<file path="config.mk">
export PLATFORM = sky130hd
export DESIGN_NAME = dns_query_redirect_responder_core
export DESIGN_NICKNAME = d
export VERILOG_FILES = /design/src/hw/rtl/dqr_pkg.sv /design/src/hw/rtl/dns_query_redirect_responder_core.sv /design/src/hw/rtl/dqr_front.sv /design/src/hw/rtl/dqr_queue.sv /design/src/hw/rtl/dqr_back.sv
export SDC_FILE = /design/constraint.sdc
export NUM_CORES = 1
export LEC_CHECK = 0
export BUFFER_PORTS_ARGS = -buffer_cell sky130_fd_sc_hd__buf_2
export CAP_MARGIN = 0
export CORE_MARGIN = 1
export CORE_UTILIZATION = 55
export CTS_CLUSTER_DIAMETER = 50
export DETAILED_ROUTE_END_ITERATION = 10
export PLACE_DENSITY_LB_ADDON = 0.05
export SKIP_LAST_GASP = 1
export SYNTH_ARGS = -nofsm -noshare
export SYNTH_HDL_FRONTEND = slang
export SYNTH_HIERARCHICAL = 1
export SYNTH_SLANG_ARGS = --single-unit
</file>
<file path="constraint.sdc">
create_clock -name clk -period 4 [get_ports clk]
set_input_delay 0.6 -clock clk [delete_from_list [all_inputs] [get_ports clk]]
set_output_delay 0.6 -clock clk [all_outputs]
set_load 0.03 [all_outputs]
</file>
<file path="src/hw/rtl/dqr_pkg.sv">
// Shared types, constants and the answer record table for the DNS redirect responder.
package dqr_pkg;

	// Default depth of the command queue between front and back.
	localparam int unsigned QUEUE_DEPTH_DEF = 4;

	// Command kinds handed from the front to the back.
	localparam logic CMD_EMIT   = 1'b0;
	localparam logic CMD_ANSWER = 1'b1;

	// Number of bytes in the appended answer record.
	localparam int unsigned ANS_LEN = 16;
	localparam logic [3:0]  ANS_LAST = 4'(ANS_LEN - 1);

	// One command: a reply item, optionally followed by the answer record.
	typedef struct packed {
		logic       kind;
		logic [7:0] data;
		logic       last;
		logic       abort;
	} cmd_t;

	// Byte of the answer record at a given offset.
	function automatic logic [7:0] ans_byte(input logic [3:0] idx, input logic [31:0] addr);
		logic [7:0] b;
		case (idx)
			4'd0:    b = 8'hC0;
			4'd1:    b = 8'h0C;
			4'd2:    b = 8'h00;
			4'd3:    b = 8'h01;
			4'd4:    b = 8'h00;
			4'd5:    b = 8'h01;
			4'd6:    b = 8'h00;
			4'd7:    b = 8'h00;
			4'd8:    b = 8'h00;
			4'd9:    b = 8'd60;
			4'd10:   b = 8'h00;
			4'd11:   b = 8'h04;
			4'd12:   b = addr[31:24];
			4'd13:   b = addr[23:16];
			4'd14:   b = addr[15:8];
			4'd15:   b = addr[7:0];
			default: b = 8'h00;
		endcase
		return b;
	endfunction

endpackage

</file>
<file path="src/hw/rtl/dns_query_redirect_responder_core.sv">
// Top level of the DNS redirect responder: parser, command queue and reply generator.
// Path: a reply item is written into the command queue when its query byte is taken and is
// then loaded into the output register, from which it is offered on the m_ side.
// Throughput: one query byte and one reply byte per cycle unless the queue is full or m_tready is
// low; the 16-byte answer record after the question holds the output while the queue fills.
// Reset: arst_n clears the parse state, queue pointers, output valid and the address register.
module dns_query_redirect_responder_core import dqr_pkg::*; #(
	parameter int unsigned QUEUE_DEPTH = QUEUE_DEPTH_DEF
) (
	input  logic        clk,
	input  logic        arst_n,
	input  logic        s_tvalid,
	output logic        s_tready,
	input  logic [7:0]  s_tdata,    // [7:0] query_byte
	input  logic        s_tlast,
	output logic        m_tvalid,
	input  logic        m_tready,
	output logic [7:0]  m_tdata,    // [7:0] reply_byte
	output logic        m_tlast,
	output logic        m_tuser,    // [0] reply_abort
	input  logic        cfg_valid,
	output logic        cfg_ready,
	input  logic [31:0] cfg_data
);

	logic [31:0] answer_address_q;
	logic        push;
	cmd_t        push_cmd;
	logic        pop;
	cmd_t        pop_cmd;
	logic        q_empty;
	logic        q_full;

	// Address register for the answer record.
	assign cfg_ready = 1'b1;

	always_ff @(posedge clk or negedge arst_n) begin
		if (!arst_n) begin
			answer_address_q <= 32'd0;
		end else if (cfg_valid) begin
			answer_address_q <= cfg_data;
		end
	end

	dqr_front u_front (
		.clk      (clk),
		.arst_n   (arst_n),
		.in_valid (s_tvalid),
		.in_ready (s_tready),
		.in_byte  (s_tdata),
		.in_last  (s_tlast),
		.q_full   (q_full),
		.push     (push),
		.push_cmd (push_cmd)
	);

	dqr_queue #(
		.DEPTH (QUEUE_DEPTH)
	) u_queue (
		.clk      (clk),
		.arst_n   (arst_n),
		.push     (push),
		.push_cmd (push_cmd),
		.pop      (pop),
		.pop_cmd  (pop_cmd),
		.empty    (q_empty),
		.full     (q_full)
	);

	dqr_back u_back (
		.clk            (clk),
		.arst_n         (arst_n),
		.answer_address (answer_address_q),
		.q_empty        (q_empty),
		.q_cmd          (pop_cmd),
		.pop            (pop),
		.out_valid      (m_tvalid),
		.out_ready      (m_tready),
		.out_byte       (m_tdata),
		.out_last       (m_tlast),
		.out_abort      (m_tuser)
	);

`ifndef NO_ASSERTIONS
	// An abort item always closes its frame and carries a zero byte.
	assert property (@(posedge clk) disable iff (!arst_n)
		(m_tvalid && m_tuser) |-> (m_tlast && m_tdata == 8'h00))
		else $error("abort item without frame end or with nonzero data");

	// A normal frame ends only on the last octet of the answer address.
	assert property (@(posedge clk) disable iff (!arst_n)
		(m_tvalid && m_tlast && !m_tuser) |-> (m_tdata == answer_address_q[7:0]))
		else $error("reply frame ended outside the answer record");

	// The queue never takes a command while it is full.
	assert property (@(posedge clk) disable iff (!arst_n)
		q_full |-> !push)
		else $error("command pushed into a full queue");
`endif

endmodule

</file>
<file path="src/hw/rtl/dqr_front.sv">
// Front end: parses query bytes and turns them into reply commands.
module dqr_front import dqr_pkg::*; (
	input  logic       clk,
	input  logic       arst_n,
	input  logic       in_valid,
	output logic       in_ready,
	input  logic [7:0] in_byte,
	input  logic       in_last,
	input  logic       q_full,
	output logic       push,
	output cmd_t       push_cmd
);

	localparam logic [2:0] PH_HEADER = 3'd0;
	localparam logic [2:0] PH_NAME   = 3'd1;
	localparam logic [2:0] PH_LABEL  = 3'd2;
	localparam logic [2:0] PH_TAIL   = 3'd3;
	localparam logic [2:0] PH_SKIP   = 3'd4;

	logic [2:0] phase_q, phase_d;
	logic [3:0] pos_q, pos_d;
	logic [7:0] lab_q, lab_d;
	logic       emit;
	logic       reject;
	logic       accept;

	assign in_ready = !q_full;
	assign accept   = in_valid && !q_full;
	assign push     = accept && emit;

	// Classify the current byte and work out the next parse state.
	always_comb begin
		logic [7:0] ob;
		logic       bad;
		phase_d  = phase_q;
		pos_d    = pos_q;
		lab_d    = lab_q;
		emit     = 1'b0;
		reject   = 1'b0;
		ob       = in_byte;
		bad      = 1'b0;
		push_cmd = '{kind: CMD_EMIT, data: in_byte, last: 1'b0, abort: 1'b0};
		case (phase_q)
			PH_HEADER: begin
				case (pos_q)
					4'd2: begin
						bad = (in_byte & 8'hF8) != 8'h00;
						ob  = 8'h84;
					end
					4'd3: ob = 8'h00;
					4'd4: bad = in_byte != 8'h00;
					4'd5: bad = in_byte != 8'h01;
					4'd6: ob = 8'h00;
					4'd7: ob = 8'h01;
					default: ob = in_byte;
				endcase
				if (bad || in_last) begin
					reject = 1'b1;
				end else begin
					emit          = 1'b1;
					push_cmd.data = ob;
					if (pos_q == 4'd11) begin
						phase_d = PH_NAME;
						pos_d   = 4'd0;
					end else begin
						pos_d = pos_q + 4'd1;
					end
				end
			end
			PH_NAME: begin
				if (in_byte >= 8'hC0 || in_last) begin
					reject = 1'b1;
				end else begin
					emit = 1'b1;
					if (in_byte == 8'h00) begin
						phase_d = PH_TAIL;
						pos_d   = 4'd0;
					end else begin
						lab_d   = in_byte;
						phase_d = PH_LABEL;
					end
				end
			end
			PH_LABEL: begin
				if (in_last) begin
					reject = 1'b1;
				end else begin
					emit  = 1'b1;
					lab_d = lab_q - 8'd1;
					if (lab_q == 8'd1) begin
						phase_d = PH_NAME;
					end
				end
			end
			PH_TAIL: begin
				if (in_last && pos_q < 4'd3) begin
					reject = 1'b1;
				end else begin
					emit = 1'b1;
					if (pos_q == 4'd3) begin
						push_cmd.kind = CMD_ANSWER;
						phase_d       = in_last ? PH_HEADER : PH_SKIP;
						pos_d         = 4'd0;
						lab_d         = 8'd0;
					end else begin
						pos_d = pos_q + 4'd1;
					end
				end
			end
			default: begin
				if (in_last) begin
					phase_d = PH_HEADER;
					pos_d   = 4'd0;
					lab_d   = 8'd0;
				end
			end
		endcase
		// A rejected query ends its frame with an abort item.
		if (reject) begin
			emit     = 1'b1;
			push_cmd = '{kind: CMD_EMIT, data: 8'h00, last: 1'b1, abort: 1'b1};
			phase_d  = in_last ? PH_HEADER : PH_SKIP;
			pos_d    = 4'd0;
			lab_d    = 8'd0;
		end
	end

	// Parse state advances on every accepted byte.
	always_ff @(posedge clk or negedge arst_n) begin
		if (!arst_n) begin
			phase_q <= PH_HEADER;
			pos_q   <= 4'd0;
			lab_q   <= 8'd0;
		end else if (accept) begin
			phase_q <= phase_d;
			pos_q   <= pos_d;
			lab_q   <= lab_d;
		end
	end

endmodule

</file>
<file path="src/hw/rtl/dqr_queue.sv">
// Small command queue that decouples the parser from the reply generator.
module dqr_queue import dqr_pkg::*; #(
	parameter int unsigned DEPTH = QUEUE_DEPTH_DEF
) (
	input  logic clk,
	input  logic arst_n,
	input  logic push,
	input  cmd_t push_cmd,
	input  logic pop,
	output cmd_t pop_cmd,
	output logic empty,
	output logic full
);

	localparam int unsigned AW = (DEPTH > 1) ? $clog2(DEPTH) : 1;
	localparam int unsigned CW = $clog2(DEPTH + 1);
	localparam logic [AW-1:0] PTR_LAST = AW'(DEPTH - 1);

	cmd_t          mem_q [DEPTH];
	logic [AW-1:0] wr_ptr_q;
	logic [AW-1:0] rd_ptr_q;
	logic [CW-1:0] count_q;

	assign empty   = count_q == '0;
	assign full    = count_q == CW'(DEPTH);
	assign pop_cmd = mem_q[rd_ptr_q];

	// Storage is written at the write pointer.
	always_ff @(posedge clk) begin
		if (push) begin
			mem_q[wr_ptr_q] <= push_cmd;
		end
	end

	// Pointers and fill count.
	always_ff @(posedge clk or negedge arst_n) begin
		if (!arst_n) begin
			wr_ptr_q <= '0;
			rd_ptr_q <= '0;
			count_q  <= '0;
		end else begin
			if (push) begin
				wr_ptr_q <= (wr_ptr_q == PTR_LAST) ? '0 : wr_ptr_q + AW'(1);
			end
			if (pop) begin
				rd_ptr_q <= (rd_ptr_q == PTR_LAST) ? '0 : rd_ptr_q + AW'(1);
			end
			if (push && !pop) begin
				count_q <= count_q + CW'(1);
			end else if (pop && !push) begin
				count_q <= count_q - CW'(1);
			end
		end
	end

endmodule

</file>
<file path="src/hw/rtl/dqr_back.sv">
// Back end: drains commands into the output register and appends the answer record.
module dqr_back import dqr_pkg::*; (
	input  logic        clk,
	input  logic        arst_n,
	input  logic [31:0] answer_address,
	input  logic        q_empty,
	input  cmd_t        q_cmd,
	output logic        pop,
	output logic        out_valid,
	input  logic        out_ready,
	output logic [7:0]  out_byte,
	output logic        out_last,
	output logic        out_abort
);

	logic       valid_q;
	logic [7:0] byte_q;
	logic       last_q;
	logic       abort_q;
	logic       burst_q;
	logic [3:0] idx_q;
	logic       load;

	assign load      = !valid_q || out_ready;
	assign pop       = load && !burst_q && !q_empty;
	assign out_valid = valid_q;
	assign out_byte  = byte_q;
	assign out_last  = last_q;
	assign out_abort = abort_q;

	// Output register is refilled from the answer burst first, else from the queue.
	always_ff @(posedge clk or negedge arst_n) begin
		if (!arst_n) begin
			valid_q <= 1'b0;
			burst_q <= 1'b0;
			idx_q   <= 4'd0;
		end else if (load) begin
			if (burst_q) begin
				valid_q <= 1'b1;
				idx_q   <= idx_q + 4'd1;
				if (idx_q == ANS_LAST) begin
					burst_q <= 1'b0;
				end
			end else if (!q_empty) begin
				valid_q <= 1'b1;
				idx_q   <= 4'd0;
				burst_q <= q_cmd.kind == CMD_ANSWER;
			end else begin
				valid_q <= 1'b0;
			end
		end
	end

	// Payload of the output register.
	always_ff @(posedge clk) begin
		if (load) begin
			if (burst_q) begin
				byte_q  <= ans_byte(idx_q, answer_address);
				last_q  <= idx_q == ANS_LAST;
				abort_q <= 1'b0;
			end else begin
				byte_q  <= q_cmd.data;
				last_q  <= q_cmd.last;
				abort_q <= q_cmd.abort;
			end
		end
	end

endmodule
</file>
==> summary.txt, run 1 <==
Status - finished, final reports clean
Crit path kind - reg -> reg
Final setup viols - 0
CTS H-tree lvls - 4
Clock transition at path regs - 0.06 ns
Site row count - 37
Via Count - 4,071
Final hold violations - 0
Worst Setup SP - u_front/phase_q[2]
Flops & latches, synth - 114
Register area - 3120 sq um
Clock sink total - 114
Max Slew Vio Count - 0
Max Clk Rate - 381 MHz
Nets - 575
Hold Path Class - in -> async
Most frequent cell on the critical path - xor2_1
CTS tree - yes
Root Buffer - clkbuf_8
Crit share post-route - 65.6%
Total GRT Usage - 25.8%
Slew margin rel. - 33.1%
Clock share of power - 26.7%
Antenna diodes - 0
Total negative slack - 0 ns
Die height - 106 um
Core region area - 10,400 sq um
Initial Utilization - 57.3%
Final HPWL DP - 9380 um
Synth Flop Type - dfrtp_1
DR WL/cell - 20.5 um
Global-route wire length before repair - 21,500 um
Num CTS Buffers - 17
Number of synthesized flops with an enable pin - 54
Initial antenna violation count - 0
Comb pwr share - 37.1%
Worst Tran Pin Value - 1.00 ns
Max IR drop VDD - 0.000407 V
Multi-input gate area - 2570 sq um
Sequential fraction of the synthesis area - 52.3%
Hold_buf cts - 0
DR iter-0 viols - 233
Post-Synthesis Cell Area - 5970 sq um
Number of global-route vias before repair - 4,048
Internal Power - 3.43 mW
DRT Wirelength - 13,500 um
Antenna-violating nets left - 0
DRT Pass-1 Iters - 4
Reg power frac - 36.2%
Final Wtd Congestion - 0.943
Switching power of the nets - 2.03 mW
Cells after Synth - 460
Ports - 59
CP Data Required Time - 4.43 ns
Port buffer count - 57
Post-CTS sizing - 0
Full die area - 11,300 sq um
Area growth, synth to finish - 14.0%
CP max-delay cell - nor3b_2
Leak - 2.82 nW
DP Worst Slack - 1.27 ns
Max Cap Viol - 0
Setup Buffers After CTS - 0
Pwr/cell area - 803 nW/um^2
Worst clock skew - 0.00997 ns
Largest net degree at the start of global routing - 42
Clock Path Buffers - 2
Overflow after GRT - 0
Crit start category - register
CP Max Fanout - 20
Clk_lat worst skew - 0.51 ns
Drc violations - 0
Min Tclk post-route - 2.62 ns
Layout cells sized above 1 - 28.4%
Worst path max stage delay - 0.70 ns
Switching power share of the total - 37.2%
Post-synthesis cell type count - 77
Critical-path cell list - nor3b_2 -> ha_1 -> inv_1 -> fa_1 -> xor2_1 -> nor2_1 -> xor2_1
Vias per inst - 6.16
PnR worst setup slack - 1.38 ns
Reg2Reg Launch Point - u_front/phase_q[2]
Syn_area_per_cell - 13.0 sq um
Die Wd - 106 um
Async SR Flop Fraction - 52.6%
WP data arrival - 3.05 ns
Fillers - 818
Crit. End Element - register
Synth Warn # - 6
Syn_nets - 523
RSZ-0062 raised after global routing - false
[metrics by stage]
| step | instances | hold WS [ns] | instance area, sq um | util, % | power, mW |
|---|---|---|---|---|---|
| after global placement | 629 | 0.475 | 6230 | 59.8 | 3.98 |
| after global routing | 661 | 0.261 | 6810 | 65.3 | 5.76 |
| after floorplan | 460 | 0.304 | 5970 | - | 3.51 |
| after CTS | 661 | 0.234 | 6810 | 65.3 | 5.48 |
| final | 661 | 0.225 | 6810 | 65.3 | 5.46 |
| after detailed placement | 629 | 0.481 | 6230 | 59.8 | 4.00 |
[path summary, 6_finish.rpt]
path                                              to  slack, ns  cells past startpoint
worst max register to register    u_queue/count_q[2]       1.38                      7
worst min-delay path             answer_address_q[4]       0.23                      1
max in group asynchronous           u_front/pos_q[3]       2.92                      2
worst min register to register    u_queue/count_q[2]       0.49                      1
min in group clk                answer_address_q[24]       0.31                      2
worst max-delay path              u_queue/count_q[2]       1.38                      7
[per-layer routing]
metal  GRT usage [%]  vias to the layer above  part of all wire, %
met5               0                        -                    0
met4            12.0                        0                  2.9
met3            5.76                       35                  4.5
met2            44.9                      158                   51
met1            30.2                     2015                   41
li1                -                     1863                    -
[cells in the mapped netlist (all sizes together), types with 6 or more instances]
library cell,n,area share (%)
a21oi,21,1.8
a22o,7,1.0
a22oi,10,1.3
and2,12,1.3
buf,18,3.0
clkbuf,7,0.44
dfrtp,60,25
edfxtp,54,27
ha,16,3.4
inv,20,1.3
mux2,37,8.9
mux2i,6,1.0
mux4,11,4.3
nand2,18,1.3
nand3,9,0.75
nor2,23,1.4
nor2b,7,0.73
nor3,13,1.3
nor3b,6,0.84
o21ai,19,1.8
[cells by family (layout without fill, tap and decap cells)]
| kind of cell | count (synthesis) | after routing | share of synthesized area [%] |
|---|---|---|---|
| AND/OR/NAND/NOR | 120 | 120 | 11.5 |
| flip-flops | 114 | 114 | 52.3 |
| AO/OA/AOI/OAI | 104 | 104 | 12.8 |
| multiplexers | 54 | 54 | 14.3 |
| buffers and inverters | 45 | 110 | 4.65 |
| adder cells (fa/ha/maj) | 17 | 17 | 3.69 |
| XOR/XNOR | 5 | 5 | 0.734 |
| other | 1 | 1 | 0.0628 |
[power by group through the flow]
stage	logic, mW	clock network, mW	registers, mW
6_report	2.03	1.46	1.98
3_3_place_gp	1.99	0	1.98
5_1_grt	2.21	1.53	2.02
2_1_floorplan	1.62	0	1.89
4_1_cts	2.03	1.48	1.97
3_5_place_dp	2.01	0	1.99
[cells in the final DEF (no fill, tap or decap), types with 4 or more instances in the layout]
master     instances
dfrtp_1           60
buf_2             57
edfxtp_1          54
mux2_4            31
nor2_1            23
a21oi_1           20
inv_1             17
nand2_1           17
clkbuf_16         16
ha_1              16
and2_1            12
nor3_1            11
a22oi_1           10
o21ai_1           10
nand3_1            9
o21ai_0            8
mux4_2             8
nor2b_1            7
a22o_1             7
mux2_2             6
mux2i_1            6
nor3b_1            5
or4_1              5
nand4_1            5
a21o_1             4
o22ai_1            4
nor4_1             4
o211ai_1           4
[cell type report]
cell class | instances | area share, %
Timing Repair Buffer | 58 | 4.30
Sequential cell | 114 | 45.9
Multi-Input combinational cell | 301 | 37.7
Tap cell | 136 | 2.50
Inverter | 20 | 1.10
Clock inverter | 11 | 2.00
Clock buffer | 21 | 6.45
[registers in the layout, summed over array words and instances, names as in the netlist, 2 cells and up]
signal and count:
u_back/idx_q 4, answer_address_q 32, u_queue/rd_ptr_q 2, u_front/pos_q 4, u_back/out_byte 8, u_queue/count_q 3, u_front/phase_q 3, u_queue/mem_q 44
u_queue/wr_ptr_q 2, u_front/lab_q 8
[critical path: cells and delay by family, from the launching register on]
kind                       cells  cell delay [ns]
xor gates and xnor gates       2             0.30
adders and majority gates      2             0.71
buffers and inverters          1             0.07
DFF                            1             0.65
and+or+nand+nor                2             0.81
Note: power is estimated with default switching activity, not from simulation.
==> run 2: changes to the inputs <==
Settings changed: ABC_AREA set to 1, CORE_UTILIZATION 55 to 54.
Clock period 4 ns to 2.2 ns, I/O delays scaled along.
==> run 2 against run 1 <==
  * Combinational power rose by 83%
  * Register-to-register slack got worse by 1.2 ns
  * First-iteration DRC count rose by 29%
  * Maximum frequency rose by 29%
  * Setup slack got worse by 1.2 ns
  * Non-clock buffer count rose by 9
  * Routed wire length rose by 1.5%
  * Via count rose by 18%
  * Utilization fell by 0.75 points
  * Sequential cell count did not move
  * Largest cell class unchanged
  * Worst hold slack got worse by 0.11 ns
  * Critical path type unchanged
  * Final cell count rose by 42%
  * Largest power group unchanged
==> summary.txt, run 2 <==
Reg2Reg Depth - 12
FF-to-FF End - u_queue/mem_q[3][9]
Num CTS Buffers - 17
Internal Power - 5.77 mW
Final setup viols - 0
Max FFs per register - 44
Full die area - 11,800 sq um
Antenna diodes - 0
Total GRT Usage - 25.5%
Sequential fraction of the synthesis area - 50.9%
CTS tree - yes
Crit share post-route - 92.1%
Top post-synthesis cells by count - nand2_1, inv_1, dfrtp_1, edfxtp_1, nor2_1
Ports - 59
Crit start category - register
Non-Filler Instances - 936
Site row count - 38
Synth Warn # - 6
Post-Synthesis Cell Area - 6140 sq um
DR WL/cell - 14.7 um
Comb pwr share - 38.5%
Synth Flop Type - dfrtp_1
Drc violations - 0
CTS H-tree lvls - 4
Switching power of the nets - 3.90 mW
Nets - 846
Status - finished, final reports clean
Fillers - 976
Commonest non-fill, non-tap cell in the layout - nand2_1
CP Max Fanout - 8
Top Registers - u_queue/mem_q x44, answer_address_q x32
Placement Cell Area - 6450 sq um
Area growth, synth to finish - 15.0%
Overflow after GRT - 0
Root Buffer - clkbuf_16
Flops & latches, synth - 114
Antenna-violating nets left - 0
WP data arrival - 2.17 ns
Syn_area_per_cell - 8.53 sq um
Ranking of synthesized cells by area - edfxtp_1, dfrtp_1, nand2_1
Clock sink total - 114
Top-count cell post-synth - nand2_1
Placed Cells - 903
Worst clock skew - 0.00619 ns
Largest register by flop count - u_queue/mem_q
Clock Path Buffers - 2
Reg power frac - 34.2%
Number of global-route vias before repair - 4,708
Die Wd - 109 um
Max Slew Vio Count - 0
CP Data Required Time - 2.35 ns
Clock share of power - 27.3%
Yosys top cell by area - edfxtp_1
Layout cells sized above 1 - 19.5%
PnR worst setup slack - 0.174 ns
Leak - 3.52 nW
Multi-input gate area - 2420 sq um
Die height - 109 um
Number of synthesized flops with an enable pin - 54
Design Area, Final - 7060 sq um
Worst Tran Pin Value - 0.534 ns
DP Worst Slack - 0.0568 ns
Min Tclk post-route - 2.03 ns
Syn_nets - 783
Slew margin rel. - 64.4%
Final hold violations - 0
Hold Path Cell Cnt - 3
Worst hold start - cfg_data[5]
Hold Path Class - in -> reg
Post-synthesis cell type count - 40
Largest net degree at the start of global routing - 61
DRT Pass-1 Iters - 5
Cells after Synth - 720
Crit path kind - reg -> reg
Initial antenna violation count - 0
Initial Utilization - 56.1%
Worst Hold End - answer_address_q[5]
Switching power share of the total - 40.3%
Pwr/cell area - 1370 nW/um^2
Final Wtd Congestion - 0.832
DR iter-0 viols - 301
Final HPWL DP - 9610 um
Max Clk Rate - 494 MHz
DRT Wirelength - 13,700 um
Crit. End Element - register
FF-to-FF setup slack - 0.17 ns
Core region area - 10,900 sq um
Worst Setup SP - u_front/pos_q[0]
Via Count - 4,802
Global-route wire length before repair - 22,500 um
Max Cap Viol - 0
Port buffer count - 57
Total negative slack - 0 ns
Async SR Flop Fraction - 52.6%
Reg2Reg Launch Point - u_front/pos_q[0]
Clock transition at path regs - 0.06 ns
Most frequent cells in the layout - nand2_1, inv_1, dfrtp_1
Clk_lat worst skew - 0.41 ns
Vias per inst - 5.13
Top cell type's share of synthesized area - 26.4%
Register area - 3130 sq um
Min Hold Slack - 0.117 ns
Max IR drop VDD - 0.000988 V
## run 2: changes by cell type in the layout (fill, tap and decap cells not counted), sizes merged, moves of 7 or more
cell    delta
inv       +84
mux4      -11
o211ai    +17
mux2      -37
nand4      +7
nand2    +249
and2      -12
buf        +8
nor2b      -7
nor2      +33
nand3     +28
a22oi     -10
a22o       -7
## run 2: metrics by stage
stage	power [mW]	utilization (%)
6_report	9.67	64.6
5_1_grt	10.3	64.6
4_1_cts	9.67	64.3
3_5_place_dp	7.00	59.0
3_3_place_gp	6.91	59.0
2_1_floorplan	6.15	-
## run 2: cell type report
| cell class | instances | area share [%] |
|---|---|---|
| clock buffers | 18 | 6.08 |
| multi-input cells | 481 | 34.3 |
| clock inverters | 14 | 1.97 |
| inverters | 102 | 5.60 |
| flip-flops and latches | 114 | 44.3 |
| well taps | 140 | 2.48 |
| repair buffers | 67 | 5.31 |
## run 2: critical path, cell delays in order (launching register included)
cell     delay [ns]
dfrtp_2        0.41
inv_1          0.07
ha_1           0.22
nand2_2        0.10
inv_2          0.05
nand2_2        0.06
nand3_1        0.07
nor2_1         0.15
nand2_1        0.07
inv_1          0.08
nand2_2        0.12
o21ai_1        0.27
a21oi_2        0.09
## run 2: cell families after synthesis
group | Yosys count | share of synthesized area, %
AOI/OAI and AO/OA | 79 | 7.99
xor gates and xnor gates | 3 | 0.428
adders and majority gates | 17 | 3.59
buffers and inverters | 125 | 10.1
DFF | 114 | 50.9
other | 1 | 0.0611
and+or+nand+nor | 381 | 26.9
## run 2: worst max path at each step
stage                          endpoint  slack [ns]  depth (start not counted)
finish              u_queue/mem_q[3][9]        0.17                         12
global placement    u_queue/mem_q[0][3]        0.17                         11
CTS                 u_queue/mem_q[1][8]        0.04                         11
detailed placement  u_queue/mem_q[1][8]        0.06                         11
floorplan            u_queue/count_q[2]        0.01                         12
global route        u_queue/mem_q[3][9]      -0.005                         12
## run 2: power groups by stage
stage               combinational, mW  clock, mW  sequential, mW
finish                           3.72       2.64            3.31
global route                     4.20       2.77            3.37
CTS                              3.69       2.68            3.30
detailed placement               3.66          0            3.33
global placement                 3.59          0            3.31
floorplan                        2.73          0            3.41
## run 2: repair_timing
action                                 in CTS  in global routing
hold buffers                                1                  0
endpoints found under the hold margin      60                  0
setup endpoints to repair                   0                 21
buffers inserted                            0                  0
resized for setup                           0                 11
## run 2: per-layer routing
metal  GRT usage, %  routed length (um)
met5              0                   0
met4           8.78                 198
met3           6.10                 559
met2           41.3                6520
met1           33.6                6460
==> run 3: changes to the inputs <==
Settings changed: CORE_UTILIZATION 54 to 55.
Clock period 2.2 ns to 2.3 ns, I/O delays scaled along.
==> run 3 against run 2 <==
  * Critical path type unchanged
  * Global-route usage is 0.39 points higher
  * Non-clock buffer count is 14 higher
  * Via count is 1.1% higher
  * Setup slack worse by 0.0037 ns
  * Count of clock-buffer cells in the layout stayed put
  * Critical path depth stayed put
  * First-iteration DRC count is 36% higher
  * Largest power group unchanged
  * Sequential share of layout area is 0.49 points lower
  * Register-to-register slack hardly changed
==> summary.txt, run 3 (synthesized netlist as in run 2, its figures left out) <==
CTS H-tree lvls - 4
Global-route wire length before repair - 22,600 um
Final setup viols - 0
Max Clk Rate - 470 MHz
Worst Hold End - answer_address_q[20]
Die Wd - 108 um
Overflow after GRT - 0
Clock sink total - 114
Core region area - 10,800 sq um
DRT Wirelength - 13,500 um
Clock transition at path regs - 0.06 ns
Critical-path cell list - inv_1 -> nor3_1 -> inv_1 -> nand2_1 -> nor2_1 -> ha_1 -> inv_1 -> fa_1 -> nand2_1 -> nand3_1 -> nand2_1 -> nand2_1
Setup Buffers After CTS - 0
Site row count - 38
Number of global-route vias before repair - 4,738
CP max-delay cell - fa_1
Crit path kind - reg -> reg
DP Worst Slack - 0.221 ns
Status - finished, final reports clean
Crit share post-route - 92.6%
Crit. End Element - register
Leak - 3.55 nW
DR iter-0 viols - 409
Total negative slack - 0 ns
Initial Utilization - 56.6%
Total power - 8.96 mW
CP Data Required Time - 2.72 ns
FF-to-FF setup slack - 0.17 ns
Commonest non-fill, non-tap cell in the layout - nand2_1
FF-to-FF End - u_queue/count_q[2]
Final hold violations - 0
Worst path max stage delay - 0.44 ns
Worst clock skew - 0.00851 ns
Reg2Reg Depth - 12
Reg2Reg Launch Point - u_queue/count_q[2]
Most frequent cell on the critical path - nand2_1
Total GRT Usage - 25.9%
Die height - 108 um
Port buffer count - 57
Max Slew Vio Count - 0
Largest register by flop count - u_queue/mem_q
DRT Pass-1 Iters - 5
Crit path buffers/inverters - 3
Final HPWL DP - 9660 um
Worst hold start - cfg_data[20]
Antenna-violating nets left - 0
Vias per inst - 5.11
RSZ-0062 raised after global routing - false
Slew margin rel. - 53.7%
Clk_lat worst skew - 0.53 ns
Via Count - 4,853
Design Area, Final - 7140 sq um
Hold Path Class - in -> reg
Clock Path Buffers - 2
Crit start category - register
Nets - 860
Max FFs per register - 44
Full die area - 11,600 sq um
Ports - 59
PnR worst setup slack - 0.171 ns
Max IR drop VDD - 0.000949 V
Initial antenna violation count - 0
Min Tclk post-route - 2.13 ns
Area growth, synth to finish - 16.2%
Worst Tran Pin Value - 0.694 ns
Placement Cell Area - 6420 sq um
Layout cells sized above 1 - 17.8%
Max Cap Viol - 0
Drc violations - 0
Num CTS Buffers - 17
Hold Path Cell Cnt - 3
Worst Setup SP - u_queue/count_q[2]
Root Buffer - clkbuf_8
Pwr/cell area - 1260 nW/um^2
Final Wtd Congestion - 0.869
Core Util, Final - 65.8%
DR WL/cell - 14.2 um
CP Max Fanout - 3
Top Registers - u_queue/mem_q x44, answer_address_q x32
Most frequent cells in the layout - nand2_1, inv_1, dfrtp_1
Largest net degree at the start of global routing - 46
Critical path's top delay family - simple AND/OR/NAND/NOR gates
Antenna diodes - 0
Fillers - 924
CTS tree - yes
WP data arrival - 2.55 ns
[run 3: cell types whose count changed in the layout (fill, tap and decap cells not counted), sizes merged]
cell,change
dlygate4sd3,+17
clkinvlp,+1
bufinv,-1
clkinv,-1
buf,-3
[run 3: worst max-delay path by stage]
stage	to	slack, ns	cells past startpoint
floorplan	u_queue/count_q[2]	0.11	12
CTS	u_queue/count_q[2]	0.20	12
detailed placement	u_queue/count_q[2]	0.22	12
finish	u_queue/count_q[2]	0.17	12
global route	u_queue/count_q[2]	0.01	12
global placement	u_queue/count_q[1]	0.30	9
[run 3: per-layer routing]
layer,share of wire [%],GRT usage [%],vias up
li1,-,-,2455
met1,46,34.8,2264
met2,47,40.9,119
met3,5.6,6.05,15
met4,1.1,9.59,0
met5,0,0,-
[run 3: power breakdown]
group	internal [mW]	leakage, nW	switching, mW
Clock	1.42	0.251	0.912
Sequential	2.83	1.26	0.324
Combinational	1.07	2.04	2.39
Total	5.32	3.55	3.63
[run 3: worst min-delay path, stage by stage]
cell and delay (ns):
buf_2 0.07, nand2_1 0.05, nand2_1 0.05
[run 3: stage by stage]
| step | cells | hold WS, ns |
|---|---|---|
| floorplan | 720 | 0.0494 |
| global placement | 900 | 0.341 |
| detailed placement | 900 | 0.357 |
| CTS | 949 | 0.000602 |
| global route | 949 | 0.0157 |
| finish | 949 | 0.0266 |
[run 3: final cells by class]
type | instances | area (sq um) | area share (%)
Timing Repair Buffer | 81 | 510 | 7.15
Sequential cell | 114 | 3120 | 43.8
Inverter | 102 | 395 | 5.54
Clock inverter | 13 | 114 | 1.60
Clock buffer | 18 | 418 | 5.86
Tap cell | 140 | 175 | 2.45
Multi-Input combinational cell | 481 | 2400 | 33.6
[run 3: what timing repair did]
| action | 4_1_cts | 5_1_grt |
|---|---|---|
| gates resized for setup | 0 | 1 |
| setup endpoints to repair | 0 | 1 |
| hold endpoints to repair | 37 | 0 |
| hold buffers | 18 | 0 |
